[src/lkbc_pkg.sv]
`default_nettype none
package lkbc_pkg;

   localparam int RegBitsDefault = 64;
   localparam int RegBitsMax     = 256;
   localparam int ByteBits       = 8;

   typedef enum logic {
      KIND_LOAD  = 1'b0,
      KIND_CRYPT = 1'b1
   } kind_type;

   function automatic logic [RegBitsMax-1:0] reset_pattern();
      logic [RegBitsMax-1:0] pat;
      pat = '0;
      for (int i = 0; i < RegBitsMax; i++) begin
         pat[i] = ((i % 4) == 0) || ((i % 5) == 0);
      end
      return pat;
   endfunction

endpackage
`default_nettype wire

[src/lkbc_step.sv]
`default_nettype none
module lkbc_step
   import lkbc_pkg::*;
#(
   parameter int REG_BITS = RegBitsDefault
) (
   input  wire logic [REG_BITS-1:0] state,
   input  wire logic                kind,
   input  wire logic [ByteBits-1:0] data_byte,
   output logic      [REG_BITS-1:0] next_state,
   output logic      [ByteBits-1:0] out_byte
);

   logic [REG_BITS-1:0] work;
   logic [ByteBits-1:0] key;
   logic [ByteBits-1:0] data_rev;
   logic                fresh;

   always_comb begin
      work  = state;
      key   = '0;
      fresh = 1'b0;
      for (int k = 0; k < ByteBits; k++) begin
         fresh = work[0] ^ work[REG_BITS-1];
         work  = {work[REG_BITS-2:0], fresh};
         key   = {key[ByteBits-2:0], fresh};
      end
      for (int j = 0; j < ByteBits; j++) begin
         data_rev[j] = data_byte[ByteBits-1-j];
      end
      out_byte = data_byte ^ key;
      if (kind_type'(kind) == KIND_CRYPT) begin
         next_state = work;
      end else begin
         // enter at the back, MSB first
         next_state = {data_rev, state[REG_BITS-1:ByteBits]};
      end
   end

endmodule
`default_nettype wire

[src/lkbc_out_reg.sv]
`default_nettype none
module lkbc_out_reg
   import lkbc_pkg::*;
(
   input  wire logic                clock,
   input  wire logic                reset,
   input  wire logic                load,
   input  wire logic [ByteBits-1:0] load_byte,
   output logic                     can_load,
   output logic                     rsp_valid,
   input  wire logic                rsp_ready,
   output logic      [ByteBits-1:0] rsp_out_byte
);

   logic                valid_ff;
   logic                valid_in;
   logic [ByteBits-1:0] byte_ff;

   assign can_load     = !valid_ff || rsp_ready;
   assign valid_in     = load || (valid_ff && !rsp_ready);
   assign rsp_valid    = valid_ff;
   assign rsp_out_byte = byte_ff;

   always_ff @(posedge clock) begin
      if (reset) begin
         valid_ff <= 1'b0;
      end else begin
         valid_ff <= valid_in;
      end
   end

   always_ff @(posedge clock) begin
      if (load) begin
         byte_ff <= load_byte;
      end
   end

endmodule
`default_nettype wire

[src/lfsr_keystream_byte_cipher.sv]
// Byte stream cipher over a REG_BITS-bit shift register. A load word
// (req_kind = 0) shifts req_data_byte in at the back, MSB first, and gives no
// response; a crypt word (req_kind = 1) runs eight register steps, each new
// front bit being front XOR back, and returns req_data_byte XOR those eight
// bits, first bit as MSB. One word (load or crypt) is taken per cycle unless a
// response is held unread: all eight steps are a single XOR network between the
// state and response registers, and the response register frees itself in the same cycle it is read.
`default_nettype none
module lfsr_keystream_byte_cipher
   import lkbc_pkg::*;
#(
   parameter int REG_BITS = RegBitsDefault
) (
   input  wire logic                clock,
   input  wire logic                reset,
   input  wire logic                req_valid,
   output logic                     req_ready,
   input  wire logic                req_kind,
   input  wire logic [ByteBits-1:0] req_data_byte,
   output logic                     rsp_valid,
   input  wire logic                rsp_ready,
   output logic      [ByteBits-1:0] rsp_out_byte
);

   localparam logic [RegBitsMax-1:0] ResetPattern = reset_pattern();

   logic [REG_BITS-1:0] state_ff;
   logic [REG_BITS-1:0] state_in;
   logic [ByteBits-1:0] step_byte;
   logic                take;
   logic                can_load;

   assign req_ready = can_load;
   assign take      = req_valid && can_load;

   lkbc_step #(
      .REG_BITS(REG_BITS)
   ) u_step (
      .state      (state_ff),
      .kind       (req_kind),
      .data_byte  (req_data_byte),
      .next_state (state_in),
      .out_byte   (step_byte)
   );

   always_ff @(posedge clock) begin
      if (reset) begin
         state_ff <= ResetPattern[REG_BITS-1:0];
      end else if (take) begin
         state_ff <= state_in;
      end
   end

   lkbc_out_reg u_out (
      .clock        (clock),
      .reset        (reset),
      .load         (take && (kind_type'(req_kind) == KIND_CRYPT)),
      .load_byte    (step_byte),
      .can_load     (can_load),
      .rsp_valid    (rsp_valid),
      .rsp_ready    (rsp_ready),
      .rsp_out_byte (rsp_out_byte)
   );

endmodule
`default_nettype wire
[config.mk]
export PLATFORM = sky130hd
export DESIGN_NAME = lfsr_keystream_byte_cipher
export DESIGN_NICKNAME = d
export VERILOG_FILES = /design/src/lkbc_pkg.sv /design/src/lkbc_step.sv /design/src/lkbc_out_reg.sv /design/src/lfsr_keystream_byte_cipher.sv
export SDC_FILE = /design/constraint.sdc
export NUM_CORES = 1
export LEC_CHECK = 0
export BUFFER_PORTS_ARGS = -buffer_cell sky130_fd_sc_hd__buf_2
export CAP_MARGIN = 20
export CORE_ASPECT_RATIO = 1.75
export CORE_UTILIZATION = 60
export DETAILED_ROUTE_END_ITERATION = 8
export GPL_TIMING_DRIVEN = 0
export PLACE_DENSITY_LB_ADDON = 0.08
export REMOVE_ABC_BUFFERS = 1
export SETUP_SLACK_MARGIN = 0.2
export SLEW_MARGIN = 20
export SYNTH_ARGS = -nofsm -noshare
export SYNTH_HDL_FRONTEND = slang
export SYNTH_SLANG_ARGS = --single-unit
export TNS_END_PERCENT = 100
[constraint.sdc]
create_clock -name clock -period 3.33 [get_ports clock]
set_input_delay 0.8325 -clock clock [delete_from_list [all_inputs] [get_ports clock]]
set_output_delay 0.8325 -clock clock [all_outputs]
set_load 0.005 [all_outputs]
# Word level (Yosys, flattened, before mapping)
# Cells that the tools add are included.
[op_classes]
n_mux = 1
bitwise_logic = 9
reduce_logical = 7
[ops]
columns = ["op", "count"]
rows = [
  ["2-to-1 mux 64 bit", 1],
  ["XOR 1 bit", 8],
  ["XOR 8 bit", 1],
  ["logical AND 1 bit", 3],
  ["zero test 1 bit", 2],
  ["logical OR 1 bit", 2],
]
[word_totals]
out_inout_bits = 10
wordCells = 20
regBits = 73

# Longest topological paths before layout
# Gate-level depths: netlist of run 1.
[logic_depth]
word_depth = 9
mapped_depth = 6
mapped_depth_nobuf = 4

# Hierarchy
# Synthesis of run 1 repeated with hierarchy kept, for this count alone.
[unflattened]
hier_cells = 388
area_unflattened_um2 = 4108.9
[modules_own_cells]
columns = ["mod", "area_per_inst_um2", "n_inst", "cells_per_inst"]
rows = [
  ["lfsr_keystream_byte_cipher", 2773.9, 1, 266],
  ["lkbc_step", 1048.5, 1, 110],
  ["lkbc_out_reg", 286.5, 1, 12],
]

# Worst setup path before layout of run 1
# OpenSTA, ideal clock, no wires.
[synth_timing]
kind = "input to register"
startpoint = "input rsp_ready"
endpoint = "register u_out.byte_ff[0] (netlist: u_out.rsp_out_byte[0]), enable pin"
t_required_ns = 3.006
setup_slack_ns = 1.141
stages = 6
t_arrival_ns = 1.865
n_path_buf = 2
cell_sequence = "nand2b_1 > and2_1 > clkbuf_1 > clkbuf_1 > nand2_1 > inv_1"
[synth_via]
elab_chain_len = 3
[synth_rtl]
columns = ["item", "line_no", "rtl"]
rows = [
  ["start: declaration", "lfsr_keystream_byte_cipher.sv:21", "input wire logic rsp_ready,"],
  ["logical OR 1 bit", "lkbc_out_reg.sv:19", "assign can_load = !valid_ff || rsp_ready;"],
  ["logical AND 1 bit", "lfsr_keystream_byte_cipher.sv:34", "assign take = req_valid && can_load;"],
  ["logical AND 1 bit", "lfsr_keystream_byte_cipher.sv:57", ".load (take && (kind_type'(req_kind) == KIND_CRYPT)),"],
  ["via u_out.load", "lkbc_out_reg.sv:7", "input wire logic load,"],
  ["end signal: assignment", "lkbc_out_reg.sv:34", "byte_ff <= load_byte;"],
  ["end: declaration", "lkbc_out_reg.sv:17", "logic [ByteBits-1:0] byte_ff;"],
]
# The timed path passes the listed nets, and every way through them passes these cells.
# A chain may end at the register's enable or synchronous reset.

# Worst setup path in the final report of run 1
[layout_timing]
startpoint = "input rsp_ready"
endpoint = "register u_out.byte_ff[3] (netlist: u_out.rsp_out_byte[3]), enable pin"
# The elaborated chain is that of the path after synthesis.

==> results of run 1 <==
-- flip-flops by register name (all words and copies together) (netlist names) --
signal              cells
state_ff               64
u_out.rsp_out_byte      8
u_out.rsp_valid         1
-- area by class of cell --
class | instances | area [µm²]
Clock buffer | 12 | 155.1
Fill cell | 447 | 1635
Multi-Input combinational cell | 229 | 1670
Inverter | 3 | 11.26
Clock inverter | 3 | 40.04
Sequential cell | 73 | 1541
Tap cell | 74 | 92.59
Timing Repair Buffer | 24 | 152.6
-- per-stage QoR --
| step | total power [W] | cell area, µm² | setup slack (ps) | instances |
|---|---|---|---|---|
| floorplan | 0.001333 | 3218 | 152.1 | 305 |
| finish | 0.002125 | 3664 | 1036 | 418 |
| detailed placement | 0.001458 | 3468 | 644.1 | 403 |
| global placement | 0.001441 | 3421 | -657.3 | 401 |
| CTS | 0.002138 | 3664 | 1011 | 418 |
| global route | 0.002228 | 3664 | 879.2 | 418 |
-- synth_stat cells (2+ instances only) --
cell type and count:
sky130_fd_sc_hd__nand3_1 4, sky130_fd_sc_hd__inv_1 2, sky130_fd_sc_hd__xnor2_1 13, sky130_fd_sc_hd__clkbuf_1 20, sky130_fd_sc_hd__buf_2 5, sky130_fd_sc_hd__nor2_1 42, sky130_fd_sc_hd__nor3_1 3, sky130_fd_sc_hd__a211oi_1 36
sky130_fd_sc_hd__o211ai_1 23, sky130_fd_sc_hd__a31oi_1 2, sky130_fd_sc_hd__dfxtp_1 65, sky130_fd_sc_hd__buf_1 4, sky130_fd_sc_hd__a21oi_1 4, sky130_fd_sc_hd__xnor3_2 2, sky130_fd_sc_hd__edfxtp_1 8, sky130_fd_sc_hd__mux2i_1 57
sky130_fd_sc_hd__xor2_1 3, sky130_fd_sc_hd__nand2_1 29
-- logic make-up (layout without fill, tap and decap cells) --
family,after synthesis,after routing,share of synthesized area
buffers and inverters,32,42,0.03791
and+or+nand+nor,81,81,0.09647
muxes,58,58,0.1757
DFF,73,73,0.4625
AOI/OAI and AO/OA,70,70,0.1573
xor gates and xnor gates,20,20,0.07020
-- worst paths after layout --
kind	start	endpoint	slack (ps)	depth (start not counted)
hold / removal	state_ff[7]$_SDFFE_PP0P_	state_ff[7]$_SDFFE_PP0P_	470	2
setup / recovery	rsp_ready	u_out.rsp_out_byte[3]$_DFFE_PP_	1040	5
setup reg to reg	state_ff[63]$_SDFFE_PP0P_	state_ff[2]$_SDFFE_PP0P_	1260	4
hold reg to reg	state_ff[7]$_SDFFE_PP0P_	state_ff[7]$_SDFFE_PP0P_	470	2
-- per-layer routing --
layer | global-route usage | up-vias | share of wire
met4 | 0.09890 | 0 | 0.012
met3 | 0.05263 | 7 | 0.031
met1 | 0.2900 | 1116 | 0.45
li1 | - | 1215 | -
met5 | 0 | - | 0
met2 | 0.3917 | 41 | 0.51
-- where the power goes --
group / internal [W] / switching (W)
logic: 0.000188 / 0.000202
registers: 0.000986 / 0.0000603
clock network: 0.000381 / 0.000308
-- worst max-delay path: stages --
cell and delay (ps):
sky130_fd_sc_hd__buf_2 80, sky130_fd_sc_hd__nand2b_1 180, sky130_fd_sc_hd__and2_4 670, sky130_fd_sc_hd__nand2_1 200, sky130_fd_sc_hd__inv_1 330
-- layout by cell type (no fill, tap or decap), types with 2 or more instances in the layout --
| cell | n |
|---|---|
| sky130_fd_sc_hd__nand2_1 | 28 |
| sky130_fd_sc_hd__xnor2_1 | 13 |
| sky130_fd_sc_hd__a211oi_1 | 36 |
| sky130_fd_sc_hd__clkinv_2 | 2 |
| sky130_fd_sc_hd__nand3_1 | 4 |
| sky130_fd_sc_hd__xor2_1 | 3 |
| sky130_fd_sc_hd__inv_1 | 2 |
| sky130_fd_sc_hd__o211ai_1 | 23 |
| sky130_fd_sc_hd__a21oi_1 | 4 |
| sky130_fd_sc_hd__nor3_1 | 3 |
| sky130_fd_sc_hd__buf_2 | 21 |
| sky130_fd_sc_hd__dfxtp_1 | 65 |
| sky130_fd_sc_hd__buf_12 | 2 |
| sky130_fd_sc_hd__clkbuf_8 | 11 |
| sky130_fd_sc_hd__mux2i_1 | 57 |
| sky130_fd_sc_hd__nor2_1 | 42 |
| sky130_fd_sc_hd__xnor3_2 | 2 |
| sky130_fd_sc_hd__edfxtp_1 | 8 |
| sky130_fd_sc_hd__a31oi_1 | 2 |
==> impl_metrics.toml, run 1 <==
[floorplan]
die_width_um = 58.34
num_ports = 23
initial_core_util = 0.6290
dieHeight_um = 100.6
num_rows = 35
core_region_area_um2 = 5299
floorplan.die_area_um2 = 5869

[cts]
cts_root_buffer = "sky130_fd_sc_hd__clkbuf_8"
cts_tree = "built"
cts-resized-gates = 0
ctsLongestPathBuffers = 2
cts_htree_levels = 3
clkTransAtPathRegs_ps = 70
cts_hold_repair.buffers = 0
cts_num_sinks = 73
worstSkewPairLatency_ps = 340
cts_setup_buffers = 0
tritoncts.num_buffers = 9

[global_routing]
antenna_found_initial = 0
global_route_overflow = 0
grt_usage = 0.2358
grt_pass1_wl_um = 10540
grt_max_degree = 78
number_of_global_route_vias_before_repair = 2237

[sta]
finalSetupViolCount = 0
fin_crit_sh = 0.6887
final_clock_skew_ps = 12.06
max_freq_mhz = 436.0
fin_crit_ps = 2294
slew-limit-headroom = 0.4293
finalSetupTns_ps = 0
drv_slew = 0
rsz0062_at_grt = "no"
slew_at_the_pin_closest_to_its_max_slew_limit_ps = 856.0
fin_worst_hold_slack_ps = 466.1
timing_hold_violations_final = 0

[power]
cellLeakagePower_nw = 1.535
peakVddDrop_uv = 573.2
p_per_area_nw_per_um2 = 580.1

[synth]
flop_and_latch_count_out_of_synthesis = 73
netlist_area_um2 = 3333
synth_area_per_cell_um2 = 9.980
synthDistinctLibCells = 30
yosysWarnings = 0
post_synth_main_area_contributors = "sky130_fd_sc_hd__dfxtp_1 (39%), sky130_fd_sc_hd__mux2i_1 (17%), sky130_fd_sc_hd__a211oi_1 (8.1%)"
synthArstFlopShare = 0
synth.largest_area_cell = "sky130_fd_sc_hd__dfxtp_1"
synth_top_area_share = 0.3904
netlist_instances = 334
synth_flop_cell = "sky130_fd_sc_hd__dfxtp_1"
post_synth_edffs = 8
synth.yosys.seq_area_share = 0.4625

[drt]
finalWirelength_um = 6467
via_count = 2379
vias_per_cell = 5.691
drt_drc_violations_left = 0
drt-wirelength-per-cell_um = 15.47
dr.pass1.iters = 5
dr.first_iter.drc_count = 109
detail-route-antenna-nets = 0

[critical_path]
cp_data_arrival_time_ps = 2300
worst_setup_path_start_kind = "primary input"
worstSetupEndpointType = "flip-flop"
required_worst_endpoint_ps = 3330
worstSetupPathType = "in2reg"
path_max_fanout = 77

[finish]
fraction_of_final_layout_cells_sized_beyond_drive_strength_1 = 0.1279
finalCoreUtilization = 0.6914
antennaDiodeCount = 0
nNetsFinal = 353
area_growth_pct = 9.910

[place]
gp_congestion = 0.7019
dpl.hpwl_um = 4074
buffer_ports.inserted = 22

[job]
max_cap_viol_count = 0

[outcome]
status = "completed"

[min_path]
worst_hold_path_type = "reg2reg"
Note: power is estimated with default switching activity, not from simulation.
==> run 2: changes to the inputs <==
==> constraint.sdc (replaced) <==
create_clock -name clock -period 2.25 [get_ports clock]
set_input_delay 0.5625 -clock clock [delete_from_list [all_inputs] [get_ports clock]]
set_output_delay 0.5625 -clock clock [all_outputs]
set_load 0.005 [all_outputs]
==> impl_metrics.toml, run 2 (same netlist as run 1, synthesis figures left out) <==
[floorplan]
floorplan.die_area_um2 = 5869
core_region_area_um2 = 5299
num_rows = 35
die_width_um = 58.34
dieHeight_um = 100.6
num_ports = 23
initial_core_util = 0.6290

[sta]
fin_worst_hold_slack_ps = 469.4
finalSetupViolCount = 0
max_freq_mhz = 493.9
rsz0062_at_grt = "yes"
slew-limit-headroom = 0.4217
final_clock_skew_ps = 12.21
final.setup.worst_slack_ps = 225.2
timing_hold_violations_final = 0
slew_at_the_pin_closest_to_its_max_slew_limit_ps = 867.5
fin_crit_sh = 0.8999
fin_crit_ps = 2025
drv_slew = 0

[finish]
mostFrequentLayoutCells = "sky130_fd_sc_hd__dfxtp_1 (65), sky130_fd_sc_hd__mux2i_1 (57), sky130_fd_sc_hd__nor2_1 (42), sky130_fd_sc_hd__a211oi_1 (36), sky130_fd_sc_hd__nand2_1 (28)"
nNetsFinal = 354
finalCoreUtilization = 0.6949
antennaDiodeCount = 0
max_reg_flops = 64
commonest_non_fill_non_tap_cell_in_the_layout = "sky130_fd_sc_hd__dfxtp_1"
finalNonFillerCells = 419
fraction_of_final_layout_cells_sized_beyond_drive_strength_1 = 0.1362
regMostFlops = "state_ff"
area_growth_pct = 10.47

[critical_path]
cpPeakStageDelay_ps = 660
worst_setup_path_start_kind = "primary input"
worstPathCellList = "buf_2 -> inv_1 -> nand3_1 -> o41ai_1"
required_worst_endpoint_ps = 2450
cp_data_arrival_time_ps = 2220
worstSetupEndpointType = "flip-flop"
path_max_fanout = 43
slowest_stage = "sky130_fd_sc_hd__inv_1"
worstSetupPathType = "in2reg"

[place]
post-place-cells = 403
gp_congestion = 0.7019
preCtsSetupSlack_ps = -165.9
dpl.hpwl_um = 4074
buffer_ports.inserted = 22

[global_routing]
met3_usage = 0.05263
grt_pass1_wl_um = 10540
grt.busiest_layer = "met2"
groute.layer.met1.usage = 0.2902
met2_usage = 0.3917
number_of_global_route_vias_before_repair = 2234
grt_max_degree = 78
global_route_overflow = 0
grt_usage = 0.2358
antenna_found_initial = 0

[drt]
dr.pass1.iters = 4
vias_per_cell = 5.792
drt-wirelength-per-cell_um = 16.38
drt_drc_violations_left = 0
via_count = 2427
detail-route-antenna-nets = 0
finalWirelength_um = 6865
dr.first_iter.drc_count = 129

[cts]
ctsLongestPathBuffers = 2
cts_hold_repair.buffers = 0
tritoncts.num_buffers = 9
cts_num_sinks = 73
cts_root_buffer = "sky130_fd_sc_hd__clkbuf_8"
cts_tree = "built"
clkTransAtPathRegs_ps = 70
worstSkewPairLatency_ps = 350
cts_htree_levels = 3

[min_path]
worst_hold_path_type = "reg2reg"

[job]
max_cap_viol_count = 0

[power]
cellLeakagePower_nw = 1.538
power_w = 0.003166
p_per_area_nw_per_um2 = 859.7
peakVddDrop_uv = 849.6

[outcome]
status = "completed"
-- run 2: cell type report --
type,count,area (µm²)
Multi-Input combinational cell,230,1685
Clock buffer,12,155.1
Inverter,3,15.01
Timing Repair Buffer,24,152.6
Clock inverter,3,40.04
Fill cell,441,1617
Sequential cell,73,1541
Tap cell,74,92.59
-- run 2: final timing paths --
| path | cells past startpoint | end | from | slack, ps |
|---|---|---|---|---|
| setup / recovery | 4 | state_ff[3]$_SDFFE_PP0P_ | reset | 230 |
| hold / removal | 1 | state_ff[5]$_SDFFE_PP1P_ | state_ff[5]$_SDFFE_PP1P_ | 470 |
| setup reg to reg | 4 | state_ff[2]$_SDFFE_PP0P_ | state_ff[63]$_SDFFE_PP0P_ | 300 |
| hold reg to reg | 1 | state_ff[5]$_SDFFE_PP1P_ | state_ff[5]$_SDFFE_PP1P_ | 470 |
-- run 2: metrics by stage --
step / setup TNS, ps / cell area, µm²
finish: 0 / 3682
global route: 0 / 3682
CTS: 0 / 3671
detailed placement: -1583 / 3468
global placement: -51000 / 3421
floorplan: -14670 / 3218
-- run 2: critical path: cells and delay by family --
family          cells  cell delay (ps)
compound gates      1               90
buf+inv             2             1310
simple gates        1              240
-- run 2: repair_timing --
action	CTS	global route
setup endpoints to repair	1	10
resized for setup	1	1
pin swaps	0	1
cloned	0	1
buffers inserted	0	0
-- run 2: power by group --
group	internal [W]	switching (W)	total (W)
clock	0.000564	0.000464	0.00103
combinational	0.000281	0.000308	0.000588
sequential	0.00146	0.0000901	0.00155
total	0.00230	0.000862	0.00317
-- run 2: routing by layer --
| layer | up-vias | share of wire |
|---|---|---|
| met5 | - | 0 |
| met4 | 0 | 0.014 |
| met3 | 10 | 0.020 |
| met2 | 27 | 0.51 |
| met1 | 1180 | 0.45 |
| li1 | 1210 | - |
